## config.mk

```make
export PLATFORM = sky130hd
export DESIGN_NAME = epoch_seconds_to_calendar
export DESIGN_NICKNAME = d
export VERILOG_FILES = /design/src/rtl/core/epsc_pkg.sv /design/src/rtl/core/epsc_date_walk.sv /design/src/rtl/core/epoch_seconds_to_calendar.sv
export SDC_FILE = /design/constraint.sdc
export NUM_CORES = 2
export LEC_CHECK = 0
export BUFFER_PORTS_ARGS = -buffer_cell sky130_fd_sc_hd__buf_4
export CAP_MARGIN = 20
export CORE_UTILIZATION = 45
export CTS_CLUSTER_SIZE = 20
export DETAILED_ROUTE_END_ITERATION = 7
export SYNTH_ARGS = -nofsm -noshare
export SYNTH_HDL_FRONTEND = slang
export SYNTH_SLANG_ARGS = --single-unit
export TNS_END_PERCENT = 10
```

## constraint.sdc

```tcl
create_clock -name clock -period 19.9 [get_ports clock]
set_input_delay 1.99 -clock clock [delete_from_list [all_inputs] [get_ports clock]]
set_output_delay 1.99 -clock clock [all_outputs]
set_load 0.01 [all_outputs]
```

## src/rtl/core/epsc_pkg.sv

```systemverilog
// shared types, constants and the month table for the epoch-to-calendar pipeline
// no dependencies; imported by epsc_date_walk and epoch_seconds_to_calendar
`default_nettype none

package epsc_pkg;

   // seconds from 1970-01-01 to 2000-01-01, and the last second of 2099
   localparam logic [31:0] EPOCH_2000_SECONDS = 32'd946684800;
   localparam logic [31:0] LAST_VALID_SECONDS = 32'd4102444799;

   // reciprocal constants: x/15 = (x*DIV15_MAGIC) >> 35, x/3 = (x*DIV3_MAGIC) >> 33
   localparam logic [31:0] DIV15_MAGIC = 32'h88888889;
   localparam logic [31:0] DIV3_MAGIC  = 32'hAAAAAAAB;
   // x/1461 = (x*DIV1461_MAGIC) >> 32, exact for any 16-bit day count
   localparam logic [21:0] DIV1461_MAGIC = 22'd2939745;
   localparam logic [10:0] DAYS_PER_QUAD = 11'd1461;

   // first day of each year within a four-year group
   localparam logic [10:0] YEAR1_START = 11'd366;
   localparam logic [10:0] YEAR2_START = 11'd731;
   localparam logic [10:0] YEAR3_START = 11'd1096;

   // time of day carried alongside the date stages
   typedef struct packed {
      logic [4:0] hour;
      logic [5:0] minute;
      logic [5:0] second;
   } epsc_tod_type;

   // one finished result beat
   typedef struct packed {
      logic [6:0]   year;
      logic [3:0]   month;
      logic [4:0]   day;
      epsc_tod_type tod;
      logic         in_range;
   } epsc_result_type;

   // zero-based day of year on which a month starts
   function automatic logic [8:0] month_start(input logic [3:0] month, input logic leap);
      logic [8:0] base;
      case (month)
         4'd1:    base = 9'd0;
         4'd2:    base = 9'd31;
         4'd3:    base = 9'd59;
         4'd4:    base = 9'd90;
         4'd5:    base = 9'd120;
         4'd6:    base = 9'd151;
         4'd7:    base = 9'd181;
         4'd8:    base = 9'd212;
         4'd9:    base = 9'd243;
         4'd10:   base = 9'd273;
         4'd11:   base = 9'd304;
         4'd12:   base = 9'd334;
         default: base = 9'd0;
      endcase
      if (leap && (month >= 4'd3)) begin
         base = base + 9'd1;
      end
      return base;
   endfunction

endpackage

`default_nettype wire

```

## src/rtl/core/epsc_date_walk.sv

```systemverilog
// date stages: day count to year, month and day of month, five register stages
// depends on epsc_pkg for the month table, reciprocal constant and result types
`default_nettype none

module epsc_date_walk (
   input  wire logic                     clock,
   input  wire logic                     reset,
   input  wire logic                     advance,
   input  wire logic                     day_valid,
   input  wire logic [15:0]              day_count,
   input  wire logic                     day_in_range,
   input  wire epsc_pkg::epsc_tod_type   day_tod,
   output      logic                     result_valid,
   output      epsc_pkg::epsc_result_type result
);
   import epsc_pkg::*;

   // stage 5: four-year group by reciprocal multiply
   logic [37:0]  quad_prod;
   logic [5:0]   quad_in;
   logic         s5_valid_ff;
   logic         s5_range_ff;
   logic [15:0]  s5_days_ff;
   logic [5:0]   s5_quad_ff;
   epsc_tod_type s5_tod_ff;

   assign quad_prod = 38'(day_count) * 38'(DIV1461_MAGIC);
   assign quad_in   = quad_prod[37:32];

   always_ff @(posedge clock) begin
      if (reset) begin
         s5_valid_ff <= 1'b0;
      end else if (advance) begin
         s5_valid_ff <= day_valid;
      end
   end

   always_ff @(posedge clock) begin
      if (advance) begin
         s5_range_ff <= day_in_range;
         s5_days_ff  <= day_count;
         s5_quad_ff  <= quad_in;
         s5_tod_ff   <= day_tod;
      end
   end

   // stage 6: day within the four-year group
   logic [15:0]  quad_days;
   logic [15:0]  rem_full;
   logic [10:0]  rem_in;
   logic         s6_valid_ff;
   logic         s6_range_ff;
   logic [10:0]  s6_rem_ff;
   logic [5:0]   s6_quad_ff;
   epsc_tod_type s6_tod_ff;

   assign quad_days = 16'(s5_quad_ff) * 16'(DAYS_PER_QUAD);
   assign rem_full  = s5_days_ff - quad_days;
   assign rem_in    = rem_full[10:0];

   always_ff @(posedge clock) begin
      if (reset) begin
         s6_valid_ff <= 1'b0;
      end else if (advance) begin
         s6_valid_ff <= s5_valid_ff;
      end
   end

   always_ff @(posedge clock) begin
      if (advance) begin
         s6_range_ff <= s5_range_ff;
         s6_rem_ff   <= rem_in;
         s6_quad_ff  <= s5_quad_ff;
         s6_tod_ff   <= s5_tod_ff;
      end
   end

   // stage 7: year within the group, first year of each group is leap
   logic [1:0]   year_sel;
   logic [10:0]  doy_full;
   logic [6:0]   year_in;
   logic         s7_valid_ff;
   logic         s7_range_ff;
   logic [6:0]   s7_year_ff;
   logic [8:0]   s7_doy_ff;
   logic         s7_leap_ff;
   epsc_tod_type s7_tod_ff;

   always_comb begin
      if (s6_rem_ff < YEAR1_START) begin
         year_sel = 2'd0;
         doy_full = s6_rem_ff;
      end else if (s6_rem_ff < YEAR2_START) begin
         year_sel = 2'd1;
         doy_full = s6_rem_ff - YEAR1_START;
      end else if (s6_rem_ff < YEAR3_START) begin
         year_sel = 2'd2;
         doy_full = s6_rem_ff - YEAR2_START;
      end else begin
         year_sel = 2'd3;
         doy_full = s6_rem_ff - YEAR3_START;
      end
   end

   assign year_in = {s6_quad_ff[4:0], year_sel};

   always_ff @(posedge clock) begin
      if (reset) begin
         s7_valid_ff <= 1'b0;
      end else if (advance) begin
         s7_valid_ff <= s6_valid_ff;
      end
   end

   always_ff @(posedge clock) begin
      if (advance) begin
         s7_range_ff <= s6_range_ff;
         s7_year_ff  <= year_in;
         s7_doy_ff   <= doy_full[8:0];
         s7_leap_ff  <= (year_sel == 2'd0);
         s7_tod_ff   <= s6_tod_ff;
      end
   end

   // stage 8: month from compares against every month start
   logic [3:0]   month_in;
   logic         s8_valid_ff;
   logic         s8_range_ff;
   logic [6:0]   s8_year_ff;
   logic [8:0]   s8_doy_ff;
   logic         s8_leap_ff;
   logic [3:0]   s8_month_ff;
   epsc_tod_type s8_tod_ff;

   always_comb begin
      month_in = 4'd1;
      for (int m = 2; m <= 12; m++) begin
         if (s7_doy_ff >= month_start(4'(m), s7_leap_ff)) begin
            month_in = month_in + 4'd1;
         end
      end
   end

   always_ff @(posedge clock) begin
      if (reset) begin
         s8_valid_ff <= 1'b0;
      end else if (advance) begin
         s8_valid_ff <= s7_valid_ff;
      end
   end

   always_ff @(posedge clock) begin
      if (advance) begin
         s8_range_ff <= s7_range_ff;
         s8_year_ff  <= s7_year_ff;
         s8_doy_ff   <= s7_doy_ff;
         s8_leap_ff  <= s7_leap_ff;
         s8_month_ff <= month_in;
         s8_tod_ff   <= s7_tod_ff;
      end
   end

   // stage 9: day of month, out-of-range beats forced to zero
   logic [8:0]      day_full;
   epsc_result_type result_in;
   logic            s9_valid_ff;
   epsc_result_type s9_result_ff;

   assign day_full = s8_doy_ff - month_start(s8_month_ff, s8_leap_ff) + 9'd1;

   always_comb begin
      if (s8_range_ff) begin
         result_in.year     = s8_year_ff;
         result_in.month    = s8_month_ff;
         result_in.day      = day_full[4:0];
         result_in.tod      = s8_tod_ff;
         result_in.in_range = 1'b1;
      end else begin
         result_in = '0;
      end
   end

   always_ff @(posedge clock) begin
      if (reset) begin
         s9_valid_ff <= 1'b0;
      end else if (advance) begin
         s9_valid_ff <= s8_valid_ff;
      end
   end

   always_ff @(posedge clock) begin
      if (advance) begin
         s9_result_ff <= result_in;
      end
   end

   assign result_valid = s9_valid_ff;
   assign result       = s9_result_ff;

endmodule

`default_nettype wire

```

## src/rtl/core/epoch_seconds_to_calendar.sv

```systemverilog
// top level: Unix seconds to calendar date and time of day, years 2000 to 2099
// depends on epsc_pkg and epsc_date_walk
//
// Usage:
//   req channel carries one 32-bit count of seconds since 1970-01-01 per beat;
//   a beat is taken at a clock edge with req_valid high and req_stall low.
//   rsp channel returns exactly one result beat per request beat, in order:
//   year since 2000, month, day, hour, minute, second and in_range. Outside
//   2000-01-01 through 2099-12-31 in_range is low and all other fields are zero.
//   Nine register stages carry a beat from the request to the result. The
//   stages are: range check and offset, three reciprocal divides (60, 60, 24), the
//   four-year group divide, group remainder, year select, month compare and
//   day of month. One beat per cycle is sustained while rsp_stall is low.
//   While the output holds a beat and rsp_stall is high, the whole pipeline
//   freezes and req_stall goes high; nothing is dropped or repeated.
//   Reset (synchronous, active high) empties the pipeline.
`default_nettype none

module epoch_seconds_to_calendar (
   input  wire logic        clock,
   input  wire logic        reset,
   input  wire logic        req_valid,
   output      logic        req_stall,
   input  wire logic [31:0] req_unix_seconds,
   output      logic        rsp_valid,
   input  wire logic        rsp_stall,
   output      logic [6:0]  rsp_year_offset,
   output      logic [3:0]  rsp_month_number,
   output      logic [4:0]  rsp_day_of_month,
   output      logic [4:0]  rsp_hour_of_day,
   output      logic [5:0]  rsp_minute_of_hour,
   output      logic [5:0]  rsp_second_of_minute,
   output      logic        rsp_in_range
);
   import epsc_pkg::*;

   // whole pipeline moves unless a finished beat is held by the receiver
   logic            advance;
   logic            out_valid;
   epsc_result_type out_result;

   assign advance   = !(out_valid && rsp_stall);
   assign req_stall = !advance;

   // stage 1: range check and shift to the 2000 epoch
   logic        range_in;
   logic [31:0] secs_in;
   logic        s1_valid_ff;
   logic        s1_range_ff;
   logic [31:0] s1_secs_ff;

   assign range_in = (req_unix_seconds >= EPOCH_2000_SECONDS) &&
                     (req_unix_seconds <= LAST_VALID_SECONDS);
   assign secs_in  = req_unix_seconds - EPOCH_2000_SECONDS;

   always_ff @(posedge clock) begin
      if (reset) begin
         s1_valid_ff <= 1'b0;
      end else if (advance) begin
         s1_valid_ff <= req_valid;
      end
   end

   always_ff @(posedge clock) begin
      if (advance) begin
         s1_range_ff <= range_in;
         s1_secs_ff  <= secs_in;
      end
   end

   // stage 2: total minutes = secs/60 = (secs>>2)/15
   logic [63:0] min_prod;
   logic [26:0] mins_in;
   logic        s2_valid_ff;
   logic        s2_range_ff;
   logic [26:0] s2_mins_ff;
   logic [5:0]  s2_secs_lo_ff;

   assign min_prod = 64'(s1_secs_ff[31:2]) * 64'(DIV15_MAGIC);
   assign mins_in  = min_prod[61:35];

   always_ff @(posedge clock) begin
      if (reset) begin
         s2_valid_ff <= 1'b0;
      end else if (advance) begin
         s2_valid_ff <= s1_valid_ff;
      end
   end

   always_ff @(posedge clock) begin
      if (advance) begin
         s2_range_ff   <= s1_range_ff;
         s2_mins_ff    <= mins_in;
         s2_secs_lo_ff <= s1_secs_ff[5:0];
      end
   end

   // stage 3: total hours = mins/60, seconds = secs - 60*mins taken mod 64
   logic [63:0] hour_prod;
   logic [20:0] hours_in;
   logic [5:0]  second_in;
   logic        s3_valid_ff;
   logic        s3_range_ff;
   logic [20:0] s3_hours_ff;
   logic [5:0]  s3_mins_lo_ff;
   logic [5:0]  s3_second_ff;

   assign hour_prod = 64'(s2_mins_ff[26:2]) * 64'(DIV15_MAGIC);
   assign hours_in  = hour_prod[55:35];
   assign second_in = s2_secs_lo_ff + {s2_mins_ff[3:0], 2'b00};

   always_ff @(posedge clock) begin
      if (reset) begin
         s3_valid_ff <= 1'b0;
      end else if (advance) begin
         s3_valid_ff <= s2_valid_ff;
      end
   end

   always_ff @(posedge clock) begin
      if (advance) begin
         s3_range_ff   <= s2_range_ff;
         s3_hours_ff   <= hours_in;
         s3_mins_lo_ff <= s2_mins_ff[5:0];
         s3_second_ff  <= second_in;
      end
   end

   // stage 4: whole days = hours/24 = (hours>>3)/3, minute mod 64
   logic [63:0] day_prod;
   logic [15:0] days_in;
   logic [5:0]  minute_in;
   logic        s4_valid_ff;
   logic        s4_range_ff;
   logic [15:0] s4_days_ff;
   logic [4:0]  s4_hours_lo_ff;
   logic [5:0]  s4_minute_ff;
   logic [5:0]  s4_second_ff;

   assign day_prod  = 64'(s3_hours_ff[20:3]) * 64'(DIV3_MAGIC);
   assign days_in   = day_prod[48:33];
   assign minute_in = s3_mins_lo_ff + {s3_hours_ff[3:0], 2'b00};

   always_ff @(posedge clock) begin
      if (reset) begin
         s4_valid_ff <= 1'b0;
      end else if (advance) begin
         s4_valid_ff <= s3_valid_ff;
      end
   end

   always_ff @(posedge clock) begin
      if (advance) begin
         s4_range_ff    <= s3_range_ff;
         s4_days_ff     <= days_in;
         s4_hours_lo_ff <= s3_hours_ff[4:0];
         s4_minute_ff   <= minute_in;
         s4_second_ff   <= s3_second_ff;
      end
   end

   // hour = hours - 24*days taken mod 32
   epsc_tod_type tod;

   assign tod.hour   = s4_hours_lo_ff + {s4_days_ff[1:0], 3'b000};
   assign tod.minute = s4_minute_ff;
   assign tod.second = s4_second_ff;

   // stages 5 to 9: year, month and day
   epsc_date_walk u_date_walk (
      .clock        (clock),
      .reset        (reset),
      .advance      (advance),
      .day_valid    (s4_valid_ff),
      .day_count    (s4_days_ff),
      .day_in_range (s4_range_ff),
      .day_tod      (tod),
      .result_valid (out_valid),
      .result       (out_result)
   );

   // result ports
   assign rsp_valid            = out_valid;
   assign rsp_year_offset      = out_result.year;
   assign rsp_month_number     = out_result.month;
   assign rsp_day_of_month     = out_result.day;
   assign rsp_hour_of_day      = out_result.tod.hour;
   assign rsp_minute_of_hour   = out_result.tod.minute;
   assign rsp_second_of_minute = out_result.tod.second;
   assign rsp_in_range         = out_result.in_range;

endmodule

`default_nettype wire
```

==> flow_summary.ini <==
[setup_path]
max_stage_delay_ps = 690
critPathLaunchType = register
crit_fanout = 7
endpoint_kind = register
criticalPathCategory = reg -> reg
crit_arrival_ps = 8410
worstPathRequired_ps = 20340
critPathSlowestCell = a311oi_1
worst-path-buf-inv = 3
path_delay_family = compound AO/OA/AOI/OAI gates

[clock_network]
worstSkewPairLatency_ps = 560
clock-sinks = 322
clk_pin_slew_worst_paths_ps = 60
cts.hold.buffers_added = 0
h-tree-depth = 2
clockBufferDepth = 3
cts_tree = built
numCtsBuffers = 37
cts_setup_buffers = 0
ctsResizeCount = 0
cts-root-buf = clkbuf_16

[detailed_routing]
ant_nets = 0
drt_iter0_drc = 1008
avgViaCountPerCell = 5.10
via_count = 21900
post_drt_wl_per_cell_um = 17.2
firstDrtPassIters = 5
routed_wl_um = 74000
route.detailed.drc = 0

[logic_synthesis]
yosys-top-cells-area = ha_1 (26%), edfxtp_1 (26%), fa_1 (24%)
ys_ff_latch = 322
synth_xor_area_frac = 0.0394
postSynthAreaPerCell_um2 = 11.6
synth_cell_types = 89
synth_enable_flop_cells = 308
synth_mux_area_frac = 0.00294
ys_warn_count = 0
syn_inst = 3122
postSynthNetCount = 4335
synth_fa_ha_area_frac = 0.497
ys.flop_type = edfxtp_1
synth_top_family_by_area = adder cells
synthArstFlopShare = 0
synthSimpleGateAreaFrac = 0.0557
synth.yosys.seq_area_share = 0.264
synth_compound_area_frac = 0.0671
synth_area_um2 = 36200
synth_top_area_cell = ha_1
yosysTopAreaCellShare = 0.258

[timing]
worst_slew_pin_slew_ps = 921
drv_slew = 0
hold_violations = 0
fin_skew_ps = 15.0
setup_tns_ps = 0
fin_crit_ps = 7970
fin_crit_sh = 0.400
rsz0062_at_grt = no
max_clock_freq_mhz = 125
slew_headroom = 0.386
setup_viol = 0

[global_routing]
grt_max_degree = 102
antenna_found_initial = 1
grt_pass1_wl_um = 121000
grt_pass1_vias = 23500
globalRouteOverflowTotal = 0
gr-usage-all-layers = 0.187

[floorplan]
dieArea_um2 = 81500
boundaryPins = 72
core_um2 = 79300
rows = 103
die_x_um = 285
die_y_um = 285
start_util = 0.456

[layout]
layout_commonest_cell = ha_1
regArea_um2 = 9530
final_cell_mix = ha_1 (744), inv_1 (682), fa_1 (433)
diodes = 0
fillCellCount = 7109
nNetsFinal = 4432
syn_to_final_growth_pct = 8.34
drive_gt1_frac = 0.0523
multi_input_area_um2 = 24000

[min_path]
min_path_type = reg -> reg

[placement]
io_buffers = 71
place_congestion = 0.898
dp_hpwl_um = 63000

[outcome]
status = complete, no violations

[flow_run]
drv_cap = 0
## sequential cells by signal, indices dropped and copies added (netlist names), 9 cells and up, named ones only
name and count:
u_date_walk.s7_tod_ff 17, s1_secs_ff 32, u_date_walk.s6_rem_ff 11, s4_days_ff 16
u_date_walk.result 34, u_date_walk.s5_tod_ff 17, u_date_walk.s5_days_ff 11, s3_hours_ff 21
u_date_walk.s6_tod_ff 17, s2_mins_ff 27, u_date_walk.s8_tod_ff 17, u_date_walk.s7_doy_ff 9
## worst reg2reg max path: cells and delay by family, from the launching register on
family                     cells  cell delay [ps]
AOI/OAI and AO/OA              9             2630
adders and majority gates      6             1790
and+or+nand+nor                5              740
muxes                          1              460
xor gates and xnor gates       6             1130
buffers and inverters          3              650
DFF                            1              450
## cell families after synthesis
group,Yosys count
compound gates,370
mux,9
flops,322
xor+xnor,154
buf+inv,701
simple gates,389
fa+ha+maj,1177
## through the flow
stage               utilization  cells  worst slack (ps)  hold WS (ps)  area [um^2]
floorplan                     -   3122              6470           400        36200
global placement          0.479   4230             12370           400        37900
detailed placement        0.479   4230             12040           405        37900
CTS                       0.494   4298             11980           411        39200
global route              0.494   4298             11200           415        39200
finish                    0.494   4298             11930           404        39200
## per-layer routing
layer / global-route usage / vias up / share of wire
met5: 0 / - / 0.00027
met4: 0.0372 / 2 / 0.017
met3: 0.0238 / 78 / 0.031
met2: 0.304 / 301 / 0.46
met1: 0.268 / 10800 / 0.49
li1: - / 10700 / -
## final cells by class
class / instances / area share
multi-input combinational: 2099 / 0.612
sequential: 322 / 0.243
inverter: 685 / 0.0657
tap: 1050 / 0.0335
clock buffer: 42 / 0.0252
timing repair buffer: 74 / 0.0142
clock inverter: 26 / 0.00626
## cells in the mapped netlist (all sizes together), types with 16 or more instances
library cell and count:
a31oi 16, a21oi 113, nand2b 17, nand2 86, nor3 27, edfxtp 308
ha 744, nor2 78, nor2b 22, nand3 38, xor2 44, a21o 51
o21a 20, inv 683, xnor2 109, fa 433, and2 46, o21ai 69
nand4 29
## path summary, 6_finish.rpt
path	start	to	slack [ps]	depth (start not counted)
min reg2reg	u_date_walk.s6_tod_ff[5]	u_date_walk.s7_tod_ff[5]	400	0
min	u_date_walk.s6_tod_ff[5]	u_date_walk.s7_tod_ff[5]	400	0
max	u_date_walk.s7_leap_ff	register	11930	30
max reg2reg	u_date_walk.s7_leap_ff	register	11930	30
Power is left out: the tool's default activity adds up to more than one toggle a clock period on the data nets, which glitch-free logic cannot reach.
